### src/led_strip_pixel_frame_driver_macros.svh
// ----------------------------------------------------------------------------
// LED strip frame driver assertion macros
// Shared property forms for the checks at the end of the top level.
// ----------------------------------------------------------------------------
`ifndef LED_STRIP_PIXEL_FRAME_DRIVER_MACROS_SVH
`define LED_STRIP_PIXEL_FRAME_DRIVER_MACROS_SVH

// The consequent holds in the same cycle as the antecedent.
`define LSPFD_ASSERT_SAME(label, clk, rst, ante, cons, msg) \
  label: assert property (@(posedge clk) disable iff (rst) (ante) |-> (cons)) \
    else $error(msg);

// The consequent holds in the cycle after the antecedent.
`define LSPFD_ASSERT_NEXT(label, clk, rst, ante, cons, msg) \
  label: assert property (@(posedge clk) disable iff (rst) (ante) |=> (cons)) \
    else $error(msg);

`endif

### src/lspfd_pkg.sv
// ----------------------------------------------------------------------------
// LED strip frame driver package
// Request codes, sequencer states, output codes and color packing functions.
// ----------------------------------------------------------------------------
`default_nettype none

package lspfd_pkg;

  typedef enum logic [1:0] {
    REQ_RGB   = 2'd0,
    REQ_WHEEL = 2'd1,
    REQ_SHOW  = 2'd2,
    REQ_CLEAR = 2'd3
  } req_type_t;

  typedef enum logic [1:0] {
    ST_IDLE  = 2'd0,
    ST_LATCH = 2'd1,
    ST_PIX   = 2'd2
  } frame_state_t;

  localparam logic [1:0]  BC_LATCH  = 2'd1;
  localparam logic [1:0]  BC_PIXEL  = 2'd3;
  localparam logic [23:0] OFF_WORD  = 24'h808080;
  localparam logic [23:0] LATCH_WORD = 24'h000000;
  localparam logic [7:0]  KEEP_BIT  = 8'h80;

  function automatic logic [23:0] pack_grb(input logic [6:0] r, input logic [6:0] g,
                                           input logic [6:0] b);
    pack_grb = {KEEP_BIT | {1'b0, g}, KEEP_BIT | {1'b0, r}, KEEP_BIT | {1'b0, b}};
  endfunction

  function automatic logic [23:0] wheel_word(input logic [8:0] pos);
    logic [6:0] step;
    logic [6:0] r;
    logic [6:0] g;
    logic [6:0] b;
    step = pos[6:0];
    r = '0;
    g = '0;
    b = '0;
    case (pos[8:7])
      2'd0: begin
        r = ~step;
        g = step;
      end
      2'd1: begin
        g = ~step;
        b = step;
      end
      2'd2: begin
        b = ~step;
        r = step;
      end
      default: begin
        r = '0;
      end
    endcase
    wheel_word = pack_grb(r, g, b);
  endfunction

endpackage

`default_nettype wire

### src/led_strip_pixel_frame_driver.sv
// An accepted pixel write is registered into the store. A show or clear request enters
// ST_LATCH, which loads the latch item into the output register; then one pixel item
// follows per cycle unless the output stalls. Throughput: writes at one item per cycle;
// a show or clear request stalls the input until its last pixel item is loaded, paced
// by the single read port of the store. Reset clears the pixel store at once through
// per-entry valid bits (unwritten pixels read as zero) and sets the pixel count to 32.
// ----------------------------------------------------------------------------
// LED strip pixel frame driver
// Pixel store for a 7-bit RGB strip that streams latch and pixel items per frame.
// ----------------------------------------------------------------------------
`default_nettype none
`include "led_strip_pixel_frame_driver_macros.svh"

module led_strip_pixel_frame_driver #(
  parameter int MAX_PIXELS = 32
) (
  input  wire logic        clk,
  input  wire logic        rst,
  input  wire logic        s_tvalid,
  output logic             s_tready,
  input  wire logic [39:0] s_tdata,   // pixel_index, red, green, blue, wheel_pos, zero pad
  input  wire logic [1:0]  s_tuser,   // req_type
  output logic             m_tvalid,
  input  wire logic        m_tready,
  output logic [23:0]      m_tdata,   // frame_word
  output logic [1:0]       m_tuser,   // byte_count
  output logic             m_tlast,
  input  wire logic        psel,
  input  wire logic        penable,
  input  wire logic        pwrite,
  input  wire logic [2:0]  paddr,
  input  wire logic [31:0] pwdata,
  output logic [31:0]      prdata,
  output logic             pready
);
  import lspfd_pkg::*;

  localparam int CAP   = (MAX_PIXELS < 63) ? MAX_PIXELS : 63;
  localparam int DEPTH = CAP;
  localparam int AW    = (DEPTH > 1) ? $clog2(DEPTH) : 1;
  localparam logic [5:0] CAP6 = 6'(CAP);

  logic [23:0] mem [DEPTH];
  logic [DEPTH-1:0] valid;
  logic [DEPTH-1:0] off;

  logic [5:0] num_pixels;
  logic [5:0] ncount;
  frame_state_t state;
  frame_state_t state_next;
  logic [5:0] pos;
  logic [5:0] pos_next;

  logic        out_valid;
  logic        out_pix;
  logic        out_off;
  logic        out_vld;
  logic        out_last;
  logic [23:0] rd_data;

  logic        s_accept;
  logic        advance;
  logic        rd_en;
  logic        load_latch;
  logic        mem_we;
  logic [AW-1:0] waddr;
  logic [AW-1:0] raddr;
  logic [23:0] wdata;
  req_type_t   req;
  logic [4:0]  pixel_index;
  logic [6:0]  red;
  logic [6:0]  green;
  logic [6:0]  blue;
  logic [8:0]  wheel_pos;

  assign pixel_index = s_tdata[4:0];
  assign red         = s_tdata[11:5];
  assign green       = s_tdata[18:12];
  assign blue        = s_tdata[25:19];
  assign wheel_pos   = s_tdata[34:26];
  assign req         = req_type_t'(s_tuser);

  assign pready = 1'b1;
  assign prdata = (paddr[2] == 1'b0) ? {26'd0, num_pixels} : 32'd0;

  always_ff @(posedge clk) begin
    if (rst) begin
      num_pixels <= 6'd32;
    end else if (psel && penable && pwrite && pready && paddr[2] == 1'b0) begin
      num_pixels <= pwdata[5:0];
    end
  end

  assign ncount   = (num_pixels > CAP6) ? CAP6 : num_pixels;
  assign s_tready = (state == ST_IDLE);
  assign s_accept = s_tvalid && s_tready;
  assign advance  = !out_valid || m_tready;

  assign waddr  = AW'(pixel_index);
  assign raddr  = AW'(pos);
  assign wdata  = (req == REQ_RGB) ? pack_grb(red, green, blue) : wheel_word(wheel_pos);
  assign mem_we = s_accept && (req == REQ_RGB || req == REQ_WHEEL)
                  && ({1'b0, pixel_index} < ncount);

  always_comb begin
    state_next = state;
    pos_next   = pos;
    case (state)
      ST_IDLE: begin
        if (s_accept && (req == REQ_SHOW || req == REQ_CLEAR)) begin
          state_next = ST_LATCH;
        end
      end
      ST_LATCH: begin
        if (advance) begin
          pos_next   = '0;
          state_next = (ncount == 6'd0) ? ST_IDLE : ST_PIX;
        end
      end
      ST_PIX: begin
        if (advance) begin
          pos_next   = pos + 6'd1;
          state_next = (pos_next == ncount) ? ST_IDLE : ST_PIX;
        end
      end
      default: begin
        state_next = ST_IDLE;
      end
    endcase
  end

  always_comb begin
    rd_en      = 1'b0;
    load_latch = 1'b0;
    case (state)
      ST_LATCH: load_latch = advance;
      ST_PIX:   rd_en      = advance;
      default:  rd_en      = 1'b0;
    endcase
  end

  always_ff @(posedge clk) begin
    if (rst) begin
      state <= ST_IDLE;
      pos   <= '0;
    end else begin
      state <= state_next;
      pos   <= pos_next;
    end
  end

  always_ff @(posedge clk) begin
    if (mem_we) begin
      mem[waddr] <= wdata;
    end
  end

  always_ff @(posedge clk) begin
    if (rd_en) begin
      rd_data <= mem[raddr];
    end
  end

  always_ff @(posedge clk) begin
    if (rst) begin
      valid <= '0;
      off   <= '0;
    end else if (mem_we) begin
      valid[waddr] <= 1'b1;
      off[waddr]   <= 1'b0;
    end else if (s_accept && req == REQ_CLEAR) begin
      for (int i = 0; i < DEPTH; i++) begin
        if (6'(i) < ncount) begin
          off[i] <= 1'b1;
        end
      end
    end
  end

  always_ff @(posedge clk) begin
    if (rst) begin
      out_valid <= 1'b0;
    end else if (load_latch || rd_en) begin
      out_valid <= 1'b1;
    end else if (m_tready) begin
      out_valid <= 1'b0;
    end
  end

  always_ff @(posedge clk) begin
    if (load_latch) begin
      out_pix  <= 1'b0;
      out_off  <= 1'b0;
      out_vld  <= 1'b0;
      out_last <= (ncount == 6'd0);
    end else if (rd_en) begin
      out_pix  <= 1'b1;
      out_off  <= off[raddr];
      out_vld  <= valid[raddr];
      out_last <= (pos_next == ncount);
    end
  end

  assign m_tvalid = out_valid;
  assign m_tlast  = out_last;
  assign m_tuser  = out_pix ? BC_PIXEL : BC_LATCH;
  assign m_tdata  = !out_pix ? LATCH_WORD :
                    out_off  ? OFF_WORD   :
                    out_vld  ? rd_data    : 24'd0;

  `LSPFD_ASSERT_SAME(a_pos_in_range, clk, rst, state == ST_PIX, pos < ncount, "frame position beyond pixel count")
  `LSPFD_ASSERT_NEXT(a_clear_marks, clk, rst, s_accept && req == REQ_CLEAR && ncount != 6'd0, off[0], "clear did not mark first pixel off")
  `LSPFD_ASSERT_NEXT(a_hold_read, clk, rst, out_valid && !m_tready, $stable(rd_data) && $stable(out_last), "stalled output word changed")

endmodule

`default_nettype wire
### config.mk
export PLATFORM = sky130hd
export DESIGN_NAME = led_strip_pixel_frame_driver
export DESIGN_NICKNAME = d
export VERILOG_FILES = /design/src/lspfd_pkg.sv /design/src/led_strip_pixel_frame_driver.sv
export VERILOG_INCLUDE_DIRS = /design/src /design/src/src
export SDC_FILE = /design/constraint.sdc
export NUM_CORES = 1
export LEC_CHECK = 0
export BUFFER_PORTS_ARGS = -buffer_cell sky130_fd_sc_hd__clkbuf_2
export CORE_MARGIN = 2
export CORE_UTILIZATION = 59
export CTS_CLUSTER_DIAMETER = 200
export DETAILED_ROUTE_END_ITERATION = 8
export HOLD_SLACK_MARGIN = 0.08
export PLACE_DENSITY = 0.77
export SKIP_LAST_GASP = 1
export SYNTH_ARGS = -nofsm -noshare
export SYNTH_HDL_FRONTEND = slang
export SYNTH_SLANG_ARGS = --single-unit
### constraint.sdc
create_clock -name clk -period 5.85 [get_ports clk]
set_input_delay 1.17 -clock clk [delete_from_list [all_inputs] [get_ports clk]]
set_output_delay 1.17 -clock clk [all_outputs]
set_load 0.05 [all_outputs]
* Word-level counts from Yosys, hierarchy flattened *
Memories as Yosys holds them, arrays and structs flattened. A register that Yosys moved wholly into a read port is not among the register bits.
Cells that the tools add are included.

operators by class
  multiply operators = 0
  multiplexer cells = 67
  equality and inequality tests = 12
  reduce and logical (&&, ||, !) cells = 86
  div/mod/pow operators = 0
  shifts and indexed selects = 0
  bitwise operators = 5
  $add $sub $neg = 1
  order comparisons = 37

operators with widths
  kind                                                                           count
  5-bit by 6-bit less-than comparator with 1-bit output (first input constant)   16
  24-bit 2-to-1 mux                                                              3
  2-bit nonzero test                                                             35
  32-bit 2-to-1 mux                                                              2
  2-bit AND reduction                                                            32
  4-bit by 6-bit less-than comparator with 1-bit output (first input constant)   8
  1-bit 2-to-1 mux                                                               43
  7-bit case mux with 2 select lines                                             3
  32-bit AND                                                                     1
  32-bit NOT                                                                     1
  32-bit bitwise OR                                                              1
  3-bit by 6-bit less-than comparator with 1-bit output (first input constant)   4
  6-bit 2-to-1 mux                                                               4
  23-bit 2-to-1 mux                                                              1
  6-bit equality test                                                            2
  1-bit by 6-bit less-than comparator with 1-bit output (first input constant)   2
  2-bit by 6-bit less-than comparator with 1-bit output (first input constant)   2
  5-bit by 6-bit less-than comparator with 1-bit output (second input constant)  2
  2-bit 2-to-1 mux                                                               6
  6-bit case mux with 2 select lines                                             1
  1-bit binary-select mux with 5-bit select                                      2
  1-bit logical AND                                                              9
  2-bit equality test (second input constant)                                    4
  7-bit NOT                                                                      1
  other kinds (15)                                                               23

word-level totals
  latch bits = 0
  memories kept = 1
  memory bits (writable) = 736
  input port bits = 84
  bits in registers = 107
  word-level logic and storage cells = 251
  output and inout port bits = 62
  bits in read-only memories = 0

memory list
  name  depth  width  read ports  clocked after memory_dff  write ports  line                                text
  mem   32     23     1           1                         1            led_strip_pixel_frame_driver.sv:43  logic [23:0] mem [DEPTH];

* Depth between registers and ports, before layout *
Gate-level depths: netlist (run 1).

  depth after elaboration = 7
  depth in mapped cells = 10
  gate-level depth less buffers = 8

* Least setup slack after synthesis (run 1) *
OpenSTA, ideal clock, no wires.

  kind = input to register
  start = in s_tdata[3]
  end = mem mem[11][0] (netlist name) (enable)
  setup slack = 1.438 ns
  cell stages on the path = 7
  path buffers = 1
  data arrival time = 3.987 ns
  setup time = 0.425 ns
  cell sequence = ha_1 -> a21oi_1 -> o21ai_0 -> a21oi_1 -> nor2_1 -> clkbuf_1 -> nor3_1

on the way
  cells in the longest elaborated chain, start to end = 4

ends and longest elaborated chain
  element                                                line                                 text
  start: declaration                                     led_strip_pixel_frame_driver.sv:21   input wire logic [39:0] s_tdata,
  5-bit by 6-bit less-than comparator with 1-bit output  led_strip_pixel_frame_driver.sv:103  && ({1'b0, pixel_index} < ncount);
  1-bit logical AND                                      led_strip_pixel_frame_driver.sv:103
  1-bit 2-to-1 mux                                       led_strip_pixel_frame_driver.sv:153  if (mem_we) begin
  1-bit 2-to-1 mux (not written as such)                 led_strip_pixel_frame_driver.sv:154  mem[waddr] <= wdata;
  end: declaration                                       led_strip_pixel_frame_driver.sv:43

Parallel ways exist; a longest one is shown, timed or not.

* Worst setup path after layout (run 1) *
  start = reg num_pixels[5]
  end = mem mem[10][0] (netlist name) (enable)

on the way
  cells in the longest elaborated chain, start to end = 6

ends and longest elaborated chain
  element                                                  line                                 text
  start: declaration                                       led_strip_pixel_frame_driver.sv:47   logic [5:0] num_pixels;
  start signal: assignment                                 led_strip_pixel_frame_driver.sv:90   num_pixels <= pwdata[5:0];
  6-bit greater-than comparator                            led_strip_pixel_frame_driver.sv:94   assign ncount = (num_pixels > CAP6) ? CAP6 : num_pixels;
  6-bit 2-to-1 mux *                                       led_strip_pixel_frame_driver.sv:94
  5-bit by 6-bit less-than comparator with 1-bit output *  led_strip_pixel_frame_driver.sv:103
  1-bit logical AND *                                      led_strip_pixel_frame_driver.sv:103
  1-bit 2-to-1 mux *                                       led_strip_pixel_frame_driver.sv:153
  1-bit 2-to-1 mux (not written as such) *                 led_strip_pixel_frame_driver.sv:154

Mark *: on every way between the ends. The rest lies on a longest branch, timed or not.

==> flow_metrics.env, run 1 <==
export IMPL_grt_total_usage=0.293
export IMPL_cts_clk_slew_worst_paths_ns=0.06
export IMPL_synth_compound_area_share=0.0387
export IMPL_detail_route_wirelength_mm=79.4
export IMPL_ys_async_sr_fraction=0
export IMPL_cts_htree_levels=3
export IMPL_achievable_frequency_mhz=227
export IMPL_run_status="finished, violations left"
export IMPL_die_area_um2=55200
export IMPL_synth_avg_cell_area_um2=19.0
export IMPL_finalNetCount=1875
export IMPL_cp_endpoint="mem[10][0]$_DFFE_PP_"
export IMPL_final_report_hold_violation_count=0
export IMPL_synth_ff_type="edfxtp_1"
export IMPL_grt_start_max_net_pins=70
export IMPL_setup_worst_path_end_class="flop"
export IMPL_regToRegSetupSlack_ns=1.45
export IMPL_hold_buffers=0
export IMPL_synth_simple_area_share=0.0379
export IMPL_critPathLaunch="num_pixels[5]$_SDFFE_PP1P_"
export IMPL_synth_top_family_by_area="multiplexers"
export IMPL_maxSlewViolCount=0
export IMPL_crit_type="reg2reg"
export IMPL_routed_via_count=17000
export IMPL_failed_checks="max-capacitance violations"
export IMPL_synth_most_common_cell="edfxtp_1"
export IMPL_synth_top_cells_by_count="694 x edfxtp_1, 230 x mux4_2, 85 x nor2_1, 82 x dfxtp_1, 73 x nand2_1"
export IMPL_core_area_um2=52700
export IMPL_clock_tree_root_cell="clkbuf_16"
export IMPL_drt_pass1_iter_count=5
export IMPL_die_w_um=235
export IMPL_routabilityCongestion=0.906
export IMPL_globalRoute_totalOverflow=0
export IMPL_timing_final_setup_violations=0
export IMPL_fillCellCount=3244
export IMPL_synth_top_cell_area_share=0.662
export IMPL_floorplan_die_height_um=235
export IMPL_cp_data_required_time_ns=6.10
export IMPL_finalClockSkew_ns=0.0263
export IMPL_synthesis_instances=1658
export IMPL_power_static_leakage_uw=0.0114
export IMPL_power_density_nw_per_um2=339
export IMPL_ant_nets=0
export IMPL_clock_sinks=776
export IMPL_numCtsBuffers=78
export IMPL_detailed_place_hpwl_mm=42.2
export IMPL_route_met2_wl_mm=37.9
export IMPL_diode_insertion_count_for_antenna_repair=0
export IMPL_setup_buffers_after_cts=0
export IMPL_timing_rr_start="num_pixels[5]$_SDFFE_PP1P_"
export IMPL_number_of_global_route_vias_before_repair=17300
export IMPL_timing_slew_headroom=0.00743
export IMPL_maximum_number_of_buffers_from_clock_root_to_sink=3
export IMPL_post_synth_mux_area_share=0.174
export IMPL_post_route_cells_drive_above_1_share=0.316
export IMPL_data_arrival_time_at_the_worst_slack_endpoint_ns=4.65
export IMPL_ioPinCount=146
export IMPL_grt_antenna_before_repair=2
export IMPL_destination_of_the_worst_register_to_register_timing_path="mem[10][0]$_DFFE_PP_"
export IMPL_avgViaCountPerCell=6.72
export IMPL_fin_crit_ns=4.40
export IMPL_netlist_top_cells_area="edfxtp_1 66%, mux4_2 16%, dfxtp_1 5.2%"
export IMPL_std_cell_rows=84
export IMPL_fin_setup_tns_ns=0
export IMPL_met3_length_mm=8.22
export IMPL_ys_ff_latch=776
export IMPL_initial_utilization=0.598
export IMPL_yosysSeqAreaShare=0.714
export IMPL_top_routing_layer_used="met5"
export IMPL_worst_ir_drop_vdd_v=0.000218
export IMPL_worst_skew_pair_late_latency_ns=0.62
export IMPL_tritoncts="yes"
export IMPL_areaGrowthSynthToFinish_pct=12.7
export IMPL_synth_cell_area_um2=31500
export IMPL_yosys_area_share_xor_xnor=0.00699
export IMPL_synth_enable_flop_cells=694
export IMPL_transition_time_of_the_tightest_slew_check_pin_ns=1.49
export IMPL_period_share=0.752
export IMPL_ys_warn_count=0
export IMPL_synth_lib_cells_used_distinct=63
export IMPL_post_cts_resized=0
export IMPL_class_of_the_worst_hold_path="reg2reg"
export IMPL_worst_r2r_cell_count=9
export IMPL_worst_setup_path_start_kind="flop"
export IMPL_largest_fanout_on_the_critical_path=22
export IMPL_power_uw=12000
export IMPL_maxCapViolCount=1
export IMPL_drcViolationCount=0
export IMPL_wirelength_met1_mm=30.3
export IMPL_iteration_0_drc_markers=2457
export IMPL_grt_pass1_wl_mm=117
export IMPL_port_buffers=84
export IMPL_wl_per_cell_um=31.4
export IMPL_unrepaired_setup_endpoints_after_global_routing="false"
export IMPL_yosys_area_top_type="edfxtp_1"
export IMPL_synth_adder_area_share=0.00397
## power breakdown
part,internal (uW),switching (uW)
combinational,320,545
clock,2840,2140
sequential,6150,47.1
## through the flow
stage                     std cells  setup WS [ns]  utilization  hold slack (ns)  instance area, um2
after floorplan                1684           1.44            -            0.420               31600
after global placement         2389           1.52        0.626            0.428               33000
after detailed placement       2389           1.48        0.626            0.439               33000
after CTS                      2531           1.56        0.674            0.453               35500
after global routing           2531           1.16        0.674            0.472               35500
final                          2531           1.45        0.674            0.455               35500
## kinds of logic after synthesis
logic type / after synthesis
flops: 776
simple gates: 258
mux: 256
compound gates: 182
buf+inv: 152
xor+xnor: 22
fa+ha+maj: 10
other cells: 2
## critical path, cell delays in order, from the launching register on
cell	delay, ns
dfxtp_1	0.84
inv_1	0.50
nand2_1	0.38
ha_1	0.30
nand2_1	0.06
o21ai_0	0.13
a21oi_1	0.53
o21ai_1	0.55
nor2_2	0.27
buf_4	0.44
## flip-flops by register name (all words and copies together) (netlist names)
register and cells:
mem 672, num_pixels 6, state 2, out_off 1, m_tvalid 1, pos 6, m_tlast 1, rd_data 21
out_vld 1, valid 32, off 32, out_pix 1
## per-layer routing
metal,up-vias,GRT usage
li1,6916,-
met1,8790,0.418
met2,1133,0.456
met3,169,0.0555
met5,-,0
met4,2,0.116
## area by class of cell
type,instances,area [um2],share of cell area
timing repair buffer,148,938,0.0264
multi-input combinational,756,8590,0.242
inverter,21,78.8,0.00222
sequential,776,22500,0.634
tap,688,861,0.0243
clock buffer,85,2000,0.0563
clock inverter,57,532,0.0150
## worst min-delay path by stage
stage,startpoint,to,slack [ns],depth (start not counted)
after floorplan,valid[10]$_SDFFE_PP0N_,valid[10]$_SDFFE_PP0N_,0.42,2
after global placement,valid[10]$_SDFFE_PP0N_,valid[10]$_SDFFE_PP0N_,0.43,2
after detailed placement,valid[10]$_SDFFE_PP0N_,valid[10]$_SDFFE_PP0N_,0.44,2
after CTS,valid[10]$_SDFFE_PP0N_,valid[10]$_SDFFE_PP0N_,0.45,2
after global routing,off[26]$_SDFFE_PP0P_,off[26]$_SDFFE_PP0P_,0.47,2
final,valid[8]$_SDFFE_PP0N_,valid[8]$_SDFFE_PP0N_,0.46,2
## placed cells by master, fill, tap and decap left out, types with 7 or more instances in the layout
cell,count
edfxtp_1,694
mux4_2,230
clkbuf_2,84
clkbuf_16,79
dfxtp_1,78
nor2_1,75
nand2_1,73
buf_4,61
a21oi_1,46
conb_1,28
and2_1,25
o21ai_0,25
inv_1,21
mux2_2,21
nor3_2,19
a22o_1,16
clkinv_1,16
clkinv_2,15
xnor2_1,12
o21ai_2,12
o31ai_1,12
nor2b_1,10
ha_1,10
nand2b_1,9
xor2_1,8
nor3_1,8
nor2_2,8
bufinv_16,8
a211oi_1,7
clkinvlp_4,7
(Power assumes the default switching activity.)
==> run 2, diff against run 1 <==
CORE_UTILIZATION = 55   (was 59)
PLACE_DENSITY = 0.75   (was 0.77)
clock period = 3.95 ns   (was 5.85 ns; I/O delays follow)
==> run 2 against run 1 <==
Net effect: the flow now finishes without violations; largest cell class unchanged; via count down 0.64%; die area up 7.1%; first-iteration DRC count decreased by 25%; highest routed layer unchanged; sequential cell count unchanged; utilization down 3.2 points; largest power group unchanged; sequential power up 48%; wire length decreased by 3.4%; final cell count rose by 4.3%; combinational power increased by 58%.
==> flow_metrics.env, run 2 (same netlist as run 1, synthesis figures left out) <==
export IMPL_avgViaCountPerCell=6.40
export IMPL_initial_utilization=0.557
export IMPL_ant_nets=0
export IMPL_hold_buffers=0
export IMPL_clock_sinks=776
export IMPL_globalRoute_totalOverflow=0
export IMPL_layout_cells_most_common="edfxtp_1"
export IMPL_routed_via_count=16900
export IMPL_grt_util_met1=0.356
export IMPL_maxCapViolCount=0
export IMPL_timing_final_ws_setup_ns=0.660
export IMPL_maxSlewViolCount=0
export IMPL_finalNetCount=1914
export IMPL_cts_clk_slew_worst_paths_ns=0.06
export IMPL_final_report_hold_violation_count=0
export IMPL_class_of_the_worst_hold_path="in2reg"
export IMPL_setup_worst_path_end_class="primary output"
export IMPL_fin_crit_ns=3.29
export IMPL_diode_insertion_count_for_antenna_repair=0
export IMPL_run_status="complete, no violations"
export IMPL_worst_setup_path_start_kind="flop"
export IMPL_gr_max_usage_layer="met2"
export IMPL_grt_total_usage=0.264
export IMPL_final_cell_mix="694 x edfxtp_1, 230 x mux4_2, 84 x clkbuf_2"
export IMPL_grt_start_max_net_pins=45
export IMPL_timing_hold_ws_ns=0.435
export IMPL_critPathLaunch="out_pix$_SDFFE_PP0P_"
export IMPL_timing_slew_headroom=0.135
export IMPL_cp_data_required_time_ns=3.16
export IMPL_period_share=0.833
export IMPL_drt_pass1_iter_count=6
export IMPL_std_cell_rows=87
export IMPL_detail_route_wirelength_mm=76.7
export IMPL_switchingPower_uw=4000
export IMPL_post_route_cells_drive_above_1_share=0.328
export IMPL_regToRegSetupSlack_ns=0.70
export IMPL_placed_cells_incl_taps=2496
export IMPL_core_area_um2=56500
export IMPL_floorplan_die_height_um=243
export IMPL_swShare=0.224
export IMPL_port_buffers=84
export IMPL_areaGrowthSynthToFinish_pct=15.2
export IMPL_grt_antenna_before_repair=1
export IMPL_timing_rr_start="num_pixels[5]$_SDFFE_PP1P_"
export IMPL_clock_tree_root_cell="clkbuf_16"
export IMPL_largest_fanout_on_the_critical_path=21
export IMPL_hold_path_startpoint="pwdata[0]"
export IMPL_iteration_0_drc_markers=1851
export IMPL_wl_per_cell_um=29.0
export IMPL_final_core_util=0.642
export IMPL_ioPinCount=146
export IMPL_power_density_nw_per_um2=493
export IMPL_share_of_total_power_in_combinational_logic=0.076
export IMPL_detailedPlace_worstSlack_ns=0.592
export IMPL_numCtsBuffers=78
export IMPL_top_register="mem"
export IMPL_grt_pass1_wl_mm=113
export IMPL_worst_skew_pair_late_latency_ns=0.62
export IMPL_finalClockSkew_ns=0.0286
export IMPL_unrepaired_setup_endpoints_after_global_routing="false"
export IMPL_routabilityCongestion=0.894
export IMPL_setup_buffers_after_cts=0
export IMPL_met3_usage=0.0642
export IMPL_power_share_clock=0.412
export IMPL_crit_type="reg2out"
export IMPL_timing_final_setup_violations=0
export IMPL_achievable_frequency_mhz=304
export IMPL_tritoncts="yes"
export IMPL_post_cts_resized=0
export IMPL_sequentialPowerShare=0.512
export IMPL_cts_htree_levels=3
export IMPL_drcViolationCount=0
export IMPL_die_w_um=243
export IMPL_count_of_non_filler_cells_in_the_finished_layout=2641
export IMPL_worst_ir_drop_vdd_v=0.000462
export IMPL_maximum_number_of_buffers_from_clock_root_to_sink=3
export IMPL_data_arrival_time_at_the_worst_slack_endpoint_ns=2.50
export IMPL_transition_time_of_the_tightest_slew_check_pin_ns=1.30
export IMPL_number_of_global_route_vias_before_repair=17100
export IMPL_die_area_um2=59200
export IMPL_detailed_place_hpwl_mm=43.5
export IMPL_largest_registers="mem: 672 flops, off: 32 flops, valid: 32 flops"
export IMPL_power_static_leakage_uw=0.0118
export IMPL_largest_register_ff_count=672
export IMPL_internal_power_uw=13900
export IMPL_use_met2=0.419
## run 2: cell count changes in the layout (fill, tap and decap cells not counted), sizes merged
cell / delta
clkbuf: +8
clkinvlp: -4
buf: +39
inv: -1
bufinv: -1
clkinv: +1
## run 2: power groups by stage
stage / clock [uW] / combinational [uW] / sequential (uW)
floorplan: 0 / 976 / 9320
CTS: 7460 / 1370 / 9150
global route: 7760 / 1450 / 9150
detailed placement: 0 / 1360 / 9320
finish: 7360 / 1370 / 9150
global placement: 0 / 1320 / 9320
## run 2: path summary, 6_finish.rpt
kind	end	cells after the start
max	m_tdata[4]	3
min	num_pixels[0]$_SDFFE_PP0P_	3
max reg2reg	mem[6][20]$_DFFE_PP_	9
min reg2reg	valid[14]$_SDFFE_PP0N_	2
## run 2: routing by layer
metal / share of wire / wire, um
met5: 0.00016 / 12
met4: 0.034 / 2600
met3: 0.093 / 7130
met2: 0.49 / 37400
met1: 0.39 / 29600
## run 2: metrics by stage
step | instance area [um2] | setup TNS, ns | total power (uW)
6_report | 36300 | 0 | 17900
5_1_grt | 36300 | 0 | 18400
4_1_cts | 36300 | 0 | 18000
3_5_place_dp | 33700 | 0 | 10700
3_3_place_gp | 33700 | 0 | 10600
2_1_floorplan | 31600 | -59.51 | 10300
## run 2: final cells by class
class | count | area (um2)
inverter | 21 | 78.8
timing repair buffer | 187 | 1560
clock buffer | 93 | 2090
sequential | 776 | 22500
tap | 756 | 946
clock inverter | 52 | 463
fill | 3713 | 20200
multi-input combinational | 756 | 8640
## run 2: worst max-delay path, cell delays in order, from the launching register on
cell	delay (ns)
dfxtp_1	0.38
and3b_1	0.76
and2_1	0.41
clkbuf_2	0.34
==> run 3, diff against run 2 <==
ABC_AREA = 1   (was default)
CORE_UTILIZATION = 59   (was 55)
PLACE_DENSITY = 0.77   (was 0.75)
clock period = 3.15 ns   (was 3.95 ns; I/O delays follow)
==> run 3 against run 2 <==
Net effect: first-iteration DRC count is 50% higher; final cell count is 37% higher; clock-buffer cell count is 1 higher; total power is 73% higher; critical path type is now reg2reg; critical endpoint is now mem[27][16]$_DFFE_PP_; largest cell class unchanged; largest power group unchanged; highest routed layer is now met4.
==> flow_metrics.env, run 3 <==
export IMPL_run_status="complete, no violations"
export IMPL_final_report_hold_violation_count=0
export IMPL_cts_htree_levels=3
export IMPL_grt_total_usage=0.283
export IMPL_hold_buffers=0
export IMPL_maxSlewViolCount=0
export IMPL_synth_lib_cells_used_distinct=45
export IMPL_synthesis_instances=2778
export IMPL_floorplan_die_height_um=239
export IMPL_largest_fanout_on_the_critical_path=21
export IMPL_synth_top_cell_area_share=0.640
export IMPL_netlist_top_cells_area="edfxtp_1 64%, nor2_1 5.8%, o21ai_0 5.8%"
export IMPL_layout_cells_most_common="edfxtp_1"
export IMPL_fin_crit_ns=2.88
export IMPL_class_of_the_worst_hold_path="in2reg"
export IMPL_switchingPower_uw=11100
export IMPL_clock_sinks=776
export IMPL_setup_worst_path_end_class="flop"
export IMPL_diode_insertion_count_for_antenna_repair=0
export IMPL_power_density_nw_per_um2=843
export IMPL_synth_top_family_by_area="compound AO/OA/AOI/OAI gates"
export IMPL_data_arrival_time_at_the_worst_slack_endpoint_ns=3.19
export IMPL_post_route_cells_drive_above_1_share=0.128
export IMPL_cp_data_required_time_ns=3.45
export IMPL_std_cell_rows=86
export IMPL_finalNetCount=2939
export IMPL_areaGrowthSynthToFinish_pct=12.4
export IMPL_largest_registers="mem: 672 flops, off: 32 flops, valid: 32 flops"
export IMPL_yosys_area_top_type="edfxtp_1"
export IMPL_grt_pass1_wl_mm=123
export IMPL_power_static_leakage_uw=0.0126
export IMPL_largest_register_ff_count=672
export IMPL_synth_compound_area_share=0.136
export IMPL_worst_skew_pair_late_latency_ns=0.62
export IMPL_synth_enable_flop_cells=694
export IMPL_sequentialPowerShare=0.389
export IMPL_core_area_um2=54900
export IMPL_yosys_area_share_xor_xnor=0.000538
export IMPL_regToRegSetupSlack_ns=0.27
export IMPL_ioPinCount=146
export IMPL_routed_via_count=22800
export IMPL_timing_final_setup_violations=0
export IMPL_tritoncts="yes"
export IMPL_swShare=0.358
export IMPL_globalRoute_totalOverflow=0
export IMPL_maxCapViolCount=0
export IMPL_ys_ff_latch=776
export IMPL_maximum_number_of_buffers_from_clock_root_to_sink=3
export IMPL_worst_setup_path_start_kind="flop"
export IMPL_finalClockSkew_ns=0.0172
export IMPL_number_of_global_route_vias_before_repair=21800
export IMPL_ys_async_sr_fraction=0
export IMPL_detailed_place_hpwl_mm=48.3
export IMPL_drt_pass1_iter_count=6
export IMPL_die_area_um2=57100
export IMPL_transition_time_of_the_tightest_slew_check_pin_ns=0.949
export IMPL_numCtsBuffers=76
export IMPL_synth_top_cells_by_count="694 x edfxtp_1, 506 x nor2_1, 379 x o21ai_0, 176 x nand2_1, 164 x nand3_1"
export IMPL_ys_warn_count=0
export IMPL_grt_antenna_before_repair=0
export IMPL_clock_tree_root_cell="clkbuf_16"
export IMPL_cts_clk_slew_worst_paths_ns=0.06
export IMPL_fillCellCount=3816
export IMPL_final_cell_mix="694 x edfxtp_1, 496 x nor2_1, 379 x o21ai_0"
export IMPL_placed_standard_cell_area_um2=34100
export IMPL_detailedPlace_worstSlack_ns=0.346
export IMPL_layout_cell_area_non_filler_um2=36600
export IMPL_yosysSeqAreaShare=0.690
export IMPL_power_share_clock=0.293
export IMPL_synth_avg_cell_area_um2=11.7
export IMPL_crit_type="reg2reg"
export IMPL_worst_ir_drop_vdd_v=0.000426
export IMPL_post_cts_resized=0
export IMPL_setup_buffers_after_cts=0
export IMPL_timing_slew_headroom=0.366
export IMPL_post_synth_mux_area_share=0.000307
export IMPL_synth_most_common_cell="edfxtp_1"
export IMPL_top_register="mem"
export IMPL_synth_cell_area_um2=32600
export IMPL_die_w_um=239
export IMPL_drcViolationCount=0
export IMPL_avgViaCountPerCell=6.32
export IMPL_fin_setup_tns_ns=0
export IMPL_initial_utilization=0.593
export IMPL_synth_simple_area_share=0.112
export IMPL_routabilityCongestion=0.928
export IMPL_period_share=0.915
export IMPL_final_core_util=0.667
export IMPL_synth_adder_area_share=0.00384
export IMPL_port_buffers=84
export IMPL_detail_route_wirelength_mm=81.0
export IMPL_timing_final_ws_setup_ns=0.269
export IMPL_unrepaired_setup_endpoints_after_global_routing="false"
export IMPL_internal_power_uw=19800
export IMPL_synth_ff_type="edfxtp_1"
export IMPL_grt_start_max_net_pins=106
export IMPL_ant_nets=0
export IMPL_achievable_frequency_mhz=347
export IMPL_power_uw=30900
export IMPL_wl_per_cell_um=22.4
export IMPL_iteration_0_drc_markers=2777
export IMPL_share_of_total_power_in_combinational_logic=0.317
==> run 3: path summary, 6_finish.rpt <==
| kind | from | end | cells past startpoint |
|---|---|---|---|
| min reg2reg | valid[22]$_SDFFE_PP0N_ | valid[22]$_SDFFE_PP0N_ | 2 |
| max reg2reg | num_pixels[3]$_SDFFE_PP0P_ | mem[27][16]$_DFFE_PP_ | 12 |
| max | num_pixels[3]$_SDFFE_PP0P_ | mem[27][16]$_DFFE_PP_ | 12 |
| min | pwdata[5] | num_pixels[5]$_SDFFE_PP1P_ | 3 |
==> run 3: area by class of cell <==
cell class	count	area (um2)	share of cell area
tap	704	881	0.0241
clock inverter	46	509	0.0139
timing repair buffer	182	1690	0.0463
sequential	776	22500	0.614
inverter	139	536	0.0146
multi-input combinational	1670	8530	0.233
clock buffer	94	1970	0.0539
==> run 3: power groups by stage <==
stage                     clock network, uW  logic [uW]  registers [uW]
final                                  9060        9800           12000
after global routing                   9540       10600           12000
after CTS                              9150        9630           12000
after detailed placement                  0        9530           12200
after global placement                    0        9170           12200
after floorplan                           0        6820           12100
==> run 3: kinds of logic (layout without fill, tap and decap cells) <==
kind of cell             Yosys count  count (layout)
AND/OR/NAND/NOR                  876             876
flip-flops                       776             776
AO/OA/AOI/OAI                    753             753
buffers and inverters            358             461
adder cells (fa/ha/maj)           10              10
other                              2              28
XOR/XNOR                           2               2
multiplexers                       1               1
==> run 3: worst max-delay path: stages (launching register included) <==
cell	delay [ns]
dfxtp_1	0.36
inv_1	0.10
nor2_1	0.27
inv_2	0.11
ha_1	0.31
a21oi_1	0.15
nor3_1	0.10
a211oi_4	0.19
nand2_1	0.13
inv_2	0.18
nand3_1	0.22
nor2_2	0.23
buf_12	0.21
==> run 3: through the flow <==
step / hold slack, ns / std cells
global placement: 0.439 / 3471
CTS: 0.227 / 3611
finish: 0.246 / 3611
floorplan: 0.430 / 2804
global route: 0.269 / 3611
detailed placement: 0.444 / 3471
==> run 3: layer usage <==
metal  up-vias  track usage  share of wire
met5         -            0              0
met4         0       0.0803          0.019
met3       131       0.0493           0.10
met2      1313        0.468           0.48
met1     11200        0.391           0.39
li1      10200            -              -
